### src/hdl/dmc_pkg.sv
// dmc_pkg: shared codes, defaults, controller/datapath interface types and
// small helper functions for the maze carver
// no dependencies
package dmc_pkg;

  localparam int DEF_MAX_GRID_WIDTH  = 64;
  localparam int DEF_MAX_GRID_HEIGHT = 64;
  localparam int DEF_STACK_DEPTH     = 4096;

  localparam int APB_AW     = 4;
  localparam int APB_DW     = 32;
  localparam int CFG_SIZE_W = 7;
  localparam int RGB_W      = 24;
  localparam int PIX_W      = 8;
  localparam int KIND_W     = 2;
  localparam int RND_W      = 8;

  localparam logic [1:0] REG_GRID_WIDTH  = 2'd0;
  localparam logic [1:0] REG_GRID_HEIGHT = 2'd1;
  localparam logic [1:0] REG_PATH_RGB    = 2'd2;

  localparam logic [CFG_SIZE_W-1:0] RST_GRID_WIDTH  = 7'd16;
  localparam logic [CFG_SIZE_W-1:0] RST_GRID_HEIGHT = 7'd16;
  localparam logic [RGB_W-1:0]      RST_PATH_RGB    = 24'hFFFFFF;

  localparam logic OP_START = 1'b0;
  localparam logic OP_STEP  = 1'b1;

  localparam logic [KIND_W-1:0] KIND_CELL    = 2'd0;
  localparam logic [KIND_W-1:0] KIND_PASSAGE = 2'd1;
  localparam logic [KIND_W-1:0] KIND_DONE    = 2'd2;
  localparam logic [KIND_W-1:0] KIND_ACK     = 2'd3;

  localparam logic [1:0] DIR_LEFT  = 2'd0;
  localparam logic [1:0] DIR_UP    = 2'd1;
  localparam logic [1:0] DIR_RIGHT = 2'd2;
  localparam logic [1:0] DIR_DOWN  = 2'd3;

  typedef struct packed {
    logic take;
    logic clr_step;
    logic init_push;
    logic load_top;
    logic probe;
    logic pick;
    logic emit_ack;
    logic emit_fin;
    logic emit_cell;
    logic emit_pass;
  } cmd_t;

  typedef struct packed {
    logic count_zero;
    logic clr_last;
    logic probe_last;
    logic out_free;
    logic none_free;
  } sts_t;

  // value modulo a neighbor count of one to four
  function automatic logic [1:0] rnd_mod(input logic [RND_W-1:0] rnd, input logic [2:0] n);
    logic [3:0] s;
    logic [1:0] r;
    s = 4'(rnd[1:0]) + 4'(rnd[3:2]) + 4'(rnd[5:4]) + 4'(rnd[7:6]);
    if (s >= 4'd6) s = s - 4'd6;
    if (s >= 4'd3) s = s - 4'd3;
    if (s >= 4'd3) s = s - 4'd3;
    case (n)
      3'd2:    r = {1'b0, rnd[0]};
      3'd3:    r = s[1:0];
      3'd4:    r = rnd[1:0];
      default: r = 2'd0;
    endcase
    return r;
  endfunction

  // direction of the k-th set bit of the free-neighbor mask
  function automatic logic [1:0] pick_nth(input logic [3:0] mask, input logic [1:0] k);
    logic [2:0] seen;
    logic [1:0] d;
    seen = 3'd0;
    d = 2'd0;
    for (int i = 0; i < 4; i++) begin
      if (mask[i]) begin
        if (seen == {1'b0, k}) d = 2'(i);
        seen = seen + 3'd1;
      end
    end
    return d;
  endfunction

endpackage

### src/hdl/dmc_ctrl.sv
// dmc_ctrl: sequencing state machine for start, clear sweep and walk steps
// depends on dmc_pkg for cmd_t, sts_t and opcode values
module dmc_ctrl
  import dmc_pkg::*;
(
  input  logic clk_i,
  input  logic rst_ni,
  input  logic in_valid_i,
  input  logic in_opcode_i,
  output logic in_stall_o,
  input  sts_t sts_i,
  output cmd_t cmd_o
);

  localparam logic [3:0] ST_IDLE  = 4'd0;
  localparam logic [3:0] ST_CLR   = 4'd1;
  localparam logic [3:0] ST_INIT  = 4'd2;
  localparam logic [3:0] ST_ACK   = 4'd3;
  localparam logic [3:0] ST_FIN   = 4'd4;
  localparam logic [3:0] ST_LOAD  = 4'd5;
  localparam logic [3:0] ST_PROBE = 4'd6;
  localparam logic [3:0] ST_WAIT  = 4'd7;
  localparam logic [3:0] ST_PICK  = 4'd8;
  localparam logic [3:0] ST_CELL  = 4'd9;
  localparam logic [3:0] ST_PASS  = 4'd10;

  logic [3:0] state_q, state_d;

  assign in_stall_o = (state_q != ST_IDLE);

  always_comb begin
    state_d = state_q;
    cmd_o   = '0;
    case (state_q)
      ST_IDLE: begin
        if (in_valid_i) begin
          cmd_o.take = 1'b1;
          if (in_opcode_i == OP_START) state_d = ST_CLR;
          else if (sts_i.count_zero) state_d = ST_FIN;
          else state_d = ST_LOAD;
        end
      end
      ST_CLR: begin
        cmd_o.clr_step = 1'b1;
        if (sts_i.clr_last) state_d = ST_INIT;
      end
      ST_INIT: begin
        cmd_o.init_push = 1'b1;
        state_d = ST_ACK;
      end
      ST_ACK: begin
        if (sts_i.out_free) begin
          cmd_o.emit_ack = 1'b1;
          state_d = ST_IDLE;
        end
      end
      ST_FIN: begin
        if (sts_i.out_free) begin
          cmd_o.emit_fin = 1'b1;
          state_d = ST_IDLE;
        end
      end
      ST_LOAD: begin
        cmd_o.load_top = 1'b1;
        state_d = ST_PROBE;
      end
      ST_PROBE: begin
        cmd_o.probe = 1'b1;
        if (sts_i.probe_last) state_d = ST_WAIT;
      end
      ST_WAIT: begin
        state_d = ST_PICK;
      end
      ST_PICK: begin
        cmd_o.pick = 1'b1;
        state_d = ST_CELL;
      end
      ST_CELL: begin
        if (sts_i.out_free) begin
          cmd_o.emit_cell = 1'b1;
          state_d = sts_i.none_free ? ST_IDLE : ST_PASS;
        end
      end
      ST_PASS: begin
        if (sts_i.out_free) begin
          cmd_o.emit_pass = 1'b1;
          state_d = ST_IDLE;
        end
      end
      default: begin
        state_d = ST_IDLE;
      end
    endcase
  end

  always_ff @(posedge clk_i or negedge rst_ni) begin
    if (!rst_ni) begin
      state_q <= ST_IDLE;
    end else begin
      state_q <= state_d;
    end
  end

endmodule

### config.mk
export PLATFORM = sky130hd
export DESIGN_NAME = dmc_ctrl
export DESIGN_NICKNAME = d
export VERILOG_FILES = /design/src/hdl/dmc_pkg.sv /design/src/hdl/dmc_ctrl.sv
export SDC_FILE = /design/constraint.sdc
export NUM_CORES = 1
export LEC_CHECK = 0
export ABC_CLOCK_PERIOD_IN_PS = 2300
export BUFFER_PORTS_ARGS = -buffer_cell sky130_fd_sc_hd__buf_2
export CORE_UTILIZATION = 30
export CTS_CLUSTER_DIAMETER = 50
export DETAILED_ROUTE_END_ITERATION = 7
export GPL_TIMING_DRIVEN = 0
export PLACE_DENSITY_LB_ADDON = 0.1
export RECOVER_POWER = 100
export SLEW_MARGIN = 10
export SYNTH_ARGS = -nofsm -noshare
export SYNTH_HDL_FRONTEND = slang
export SYNTH_SLANG_ARGS = --single-unit
export TNS_END_PERCENT = 100
### constraint.sdc
create_clock -name clk_i -period 2.3 [get_ports clk_i]
set_input_delay 0.115 -clock clk_i [delete_from_list [all_inputs] [get_ports clk_i]]
set_output_delay 0.115 -clock clk_i [all_outputs]
set_load 0.005 [all_outputs]
## After elaboration in Yosys (flattened, before gate mapping)

Cells that the tools add are included.
Widths: inputs -> output; s select.

- Bits in registers: 4
- Bits of input ports: 9
- RAM bits: 0
- ROM bits: 0
- Output and inout port bits: 11
- Memories: 0
- Latch bits: 0

- Shift-type cells: 0
- Muxes and demuxes: 21
- Div/mod/pow operators: 0
- $add $sub $neg: 0
- Order comparisons: 0
- Bitwise logic cells: 0
- Reductions and logical operators: 4
- Multiply operators: 0
- Equal/unequal tests: 15

Operator list:

| kind | number |
|---|---|
| $pmux 4 s9 | 1 |
| $mux 4 | 7 |
| $eq 4x3->1 const B | 4 |
| $mux 1 | 13 |
| $eq 4x4->1 const B | 3 |
| $eq 4x2->1 const B | 2 |
| $ne 2x2->1 const B | 4 |
| $reduce_and 5->1 | 1 |
| $eq 4x1->1 const B | 1 |
| $logic_not 4->1 | 1 |
| $reduce_bool 4->1 | 1 |
| $reduce_or 3->1 | 1 |
| $ne 2x1->1 const B | 1 |

## Logic depth before layout (Yosys ltp)

- Word-level depth: 4
- Gate-level depth with buffers: 5

## Worst setup path after synthesis

No wires, ideal clock.

- Path kind: flip-flop to flip-flop
- Start point: register state_q[3]
- End point: register state_q[3]
- Period minus slack after synthesis: 1457 ps
- Setup time: 125 ps
- Buffers on the path: 0
- Path slack: 843 ps
- Data arrival time: 1332 ps
- Data required time: 2175 ps
- Stages on the path, launching flop included: 5
- Cells stage by stage: dfrtp_1 -> nand2b_1 -> or3_4 -> o211ai_2 -> mux2_4

- Longest elaborated chain between the ends: 4

Ends and longest elaborated chain:

| item | line | source |
|---|---|---|
| start, declared | dmc_ctrl.sv:27 | `logic [3:0] state_q, state_d;` |
| start signal, assigned | dmc_ctrl.sv:100 | `state_q <= state_d;` |
| $eq 4x4->1 (tied with other cells) | dmc_ctrl.sv:34 | `case (state_q)` |
| $reduce_or 3->1 (no line) | -- |  |
| $ne 2x1->1 (no line) | -- |  |
| $reduce_and 5->1 (no line) | -- |  |

Parallel ways exist; a longest one is shown, timed or not.
A chain may end at the register's enable or synchronous reset.

## Final worst setup path

Same ends and word-level chain as after synthesis.

==> qor.txt <==
Status - finished clean
Post-Route Utilization - 39.9%
Top reg by flops - state_q
Worst flop-to-flop path endpoint - state_q[3]$_DFFE_PN0P_
Hold Fails Final Rpt - 0
Post-Syn Instances - 61
Non-filler cells, final - 100
Synth cell types - 32
R2r startpoint - state_q[3]$_DFFE_PN0P_
Hold worst-path end - state_q[1]$_DFFE_PN0P_
Initial core utilization - 32.1%
Max FO, Critical Path - 10
DP Wirelength - 893 µm
Synth warn - 0
Leak Pwr - 0.277 nW
Total Power - 718 µW
Synth area leader - dfrtp_1
N_diodes - 0
Slew margin rel. - 63.5%
Storage cell area - 100 µm²
Root buffer cell - clkbuf_4
Final WL - 1230 µm
Setup bufs post-CTS - 0
CTS Sinks - 4
Post-cts gate resize count - 0
First DRT Iteration DRCs - 3
GPL Wtd Cong - 0.820
CTS max path bufs - 2
Top cells by count, synth - 8 x nor2_1, 7 x nand2_1, 4 x dfrtp_1, 4 x inv_1
Hold/Removal Path Class - input pin to flop
Layout area overhead - 24.3%
TritonCTS clock tree - yes
Slowest-stage cell, CP - dfrtp_1
DR WL/cell - 12.3 µm
Syn Area/Cell - 7.84 µm²
CP peak stage delay - 400 ps
Io pins - 20
Core area - 1490 µm²
Tcrit/Tclk final - 74.6%
Setup TNS - 0 ps
Clock-pin slew on the worst setup and hold paths - 40 ps
TritonCTS buffer count - 3
Worst-Skew Late Latency - 240 ps
Setup CP Type - flop to flop
Drt pass-1 iters - 4
Die width - 41.9 µm
First-pass GRT wire length - 2140 µm
Sequential-to-total area share from yosys stat - 20.9%
Final setup viols - 0
Fraction of registers with async set/reset - 100%
Pin count of the biggest net entering global routing - 11
Slew Viols, Final - 0
Tightest Pin Transition - 544 ps
Placement Rows - 14
R2r setup slk - 590 ps
Main synth FF type - dfrtp_1
Worst Path Buf+Inv - 1
Layout cell share with drive strength beyond 1 - 26.2%
Grt total ovfl - 0
Seq cells post-synth - 4
Area post-placement - 593 µm²
Hold path start - sts_i[0]
Hold Crit Depth - 4
Post-layout nets - 95
Number of synthesized flops with an enable pin - 0
Critical path, cell by cell - buf_6 > nor4b_1 > a211oi_1 > o211ai_2 > mux2_1
Initial antenna violation count - 0
Synth Cell Area - 478 µm²
Final instance area - 594 µm²
# DRC - 0
Vias in the first global route - 461
Max FFs per register - 4
Maximum clock frequency - 0.583 GHz
Via count - 529
Delay-heaviest family, CP - flip-flops
Total GRT Usage - 16.3%
Clock Skews - 0.817 ps
CTS Hold Bufs - 1
Final ANT Viol Nets - 0
Worst setup SP type - flop
Worst reg-to-reg path cell count - 5
Fillers - 167
Multi-input combinational cell area - 310 µm²
Unrepaired setup endpoints after global routing - false
Port bufs - 19
Largest regs - state_q x4
Count leader, synth - nor2_1
Synth top area cells - dfrtp_1 21%, mux2i_1 6.3%, nor2_1 6.3%
Top-area cell type share of the netlist area - 20.9%
Pwr dens - 1210 nW/µm²
Syn_nets - 70
Worst VDD drop - 0.000421 V
Max-cap violations - 0
Min cycle time layout - 1710 ps
Critical path required time - 2410 ps
Die area - 1760 µm²
Die height - 41.9 µm
Placed cells - 96
Worst Path Arrival - 1830 ps
H-tree levels - 1
Vias/cell - 5.29
Setup crit end kind - flop
## cells by family after synthesis
family | after synthesis | synth area share [%]
AO/OA/AOI/OAI | 13 | 19.6
XOR/XNOR | 1 | 1.83
buffers and inverters | 8 | 11.0
flip-flops | 4 | 20.9
multiplexers | 4 | 9.42
AND/OR/NAND/NOR | 31 | 37.2
## routing by layer
layer / wire (µm) / GRT usage, %
met5: 0 / 0
met4: 21 / 7.74
met3: 77 / 5.65
met2: 526 / 21.9
met1: 600 / 22.9
## power by group
part | leakage (nW) | switching, mW | internal, mW
logic | 0.211 | 0.271 | 0.215
clock network | 0.0138 | 0.0295 | 0.0584
registers | 0.0517 | 0.0427 | 0.102
## worst min-delay path: cells and delay by family
family                 cells  cell delay, ps
AOI/OAI and AO/OA          2             140
buffers and inverters      1              80
and+or+nand+nor            1              70
## stage by stage
step | hold WS, ps | setup WS [ps]
2_1_floorplan | -181 | 843
3_3_place_gp | -79.9 | 743
4_1_cts | 200 | 735
6_report | 207 | 585
3_5_place_dp | -79.1 | 742
5_1_grt | 244 | 412
## area by class of cell
class                      instances  share of cell area [%]
sequential                         4                    16.8
timing repair buffer              20                    16.8
clock buffer                       3                    3.79
multi-input combinational         49                    52.2
tap                               16                    3.37
inverter                           4                    2.53
buffer                             4                    4.42
## cell usage in the layout, fill, tap and decap left out, types with 2 or more instances in the layout
master,Yosys,layout
clkbuf_1,0,6
clkbuf_4,0,3
nor2b_1,2,2
buf_2,1,12
nor2_1,8,8
dfrtp_1,4,4
nand2_1,7,7
clkbuf_2,0,3
and2_1,2,2
nor3_1,2,2
nand2b_1,3,3
o21ai_0,3,4
o22ai_1,2,2
mux2i_1,3,3
inv_1,4,4
## how the worst max path moves through the flow
stage | from | endpoint | slack, ps | cells after the start
4_1_cts | state_q[3]$_DFFE_PN0P_ | state_q[3]$_DFFE_PN0P_ | 740 | 5
2_1_floorplan | state_q[3]$_DFFE_PN0P_ | state_q[3]$_DFFE_PN0P_ | 840 | 4
6_report | state_q[3]$_DFFE_PN0P_ | state_q[3]$_DFFE_PN0P_ | 590 | 5
5_1_grt | state_q[3]$_DFFE_PN0P_ | state_q[3]$_DFFE_PN0P_ | 410 | 5
3_3_place_gp | state_q[1]$_DFFE_PN0P_ | state_q[3]$_DFFE_PN0P_ | 740 | 4
3_5_place_dp | state_q[3]$_DFFE_PN0P_ | state_q[3]$_DFFE_PN0P_ | 740 | 5
(Power assumes the default switching activity.)
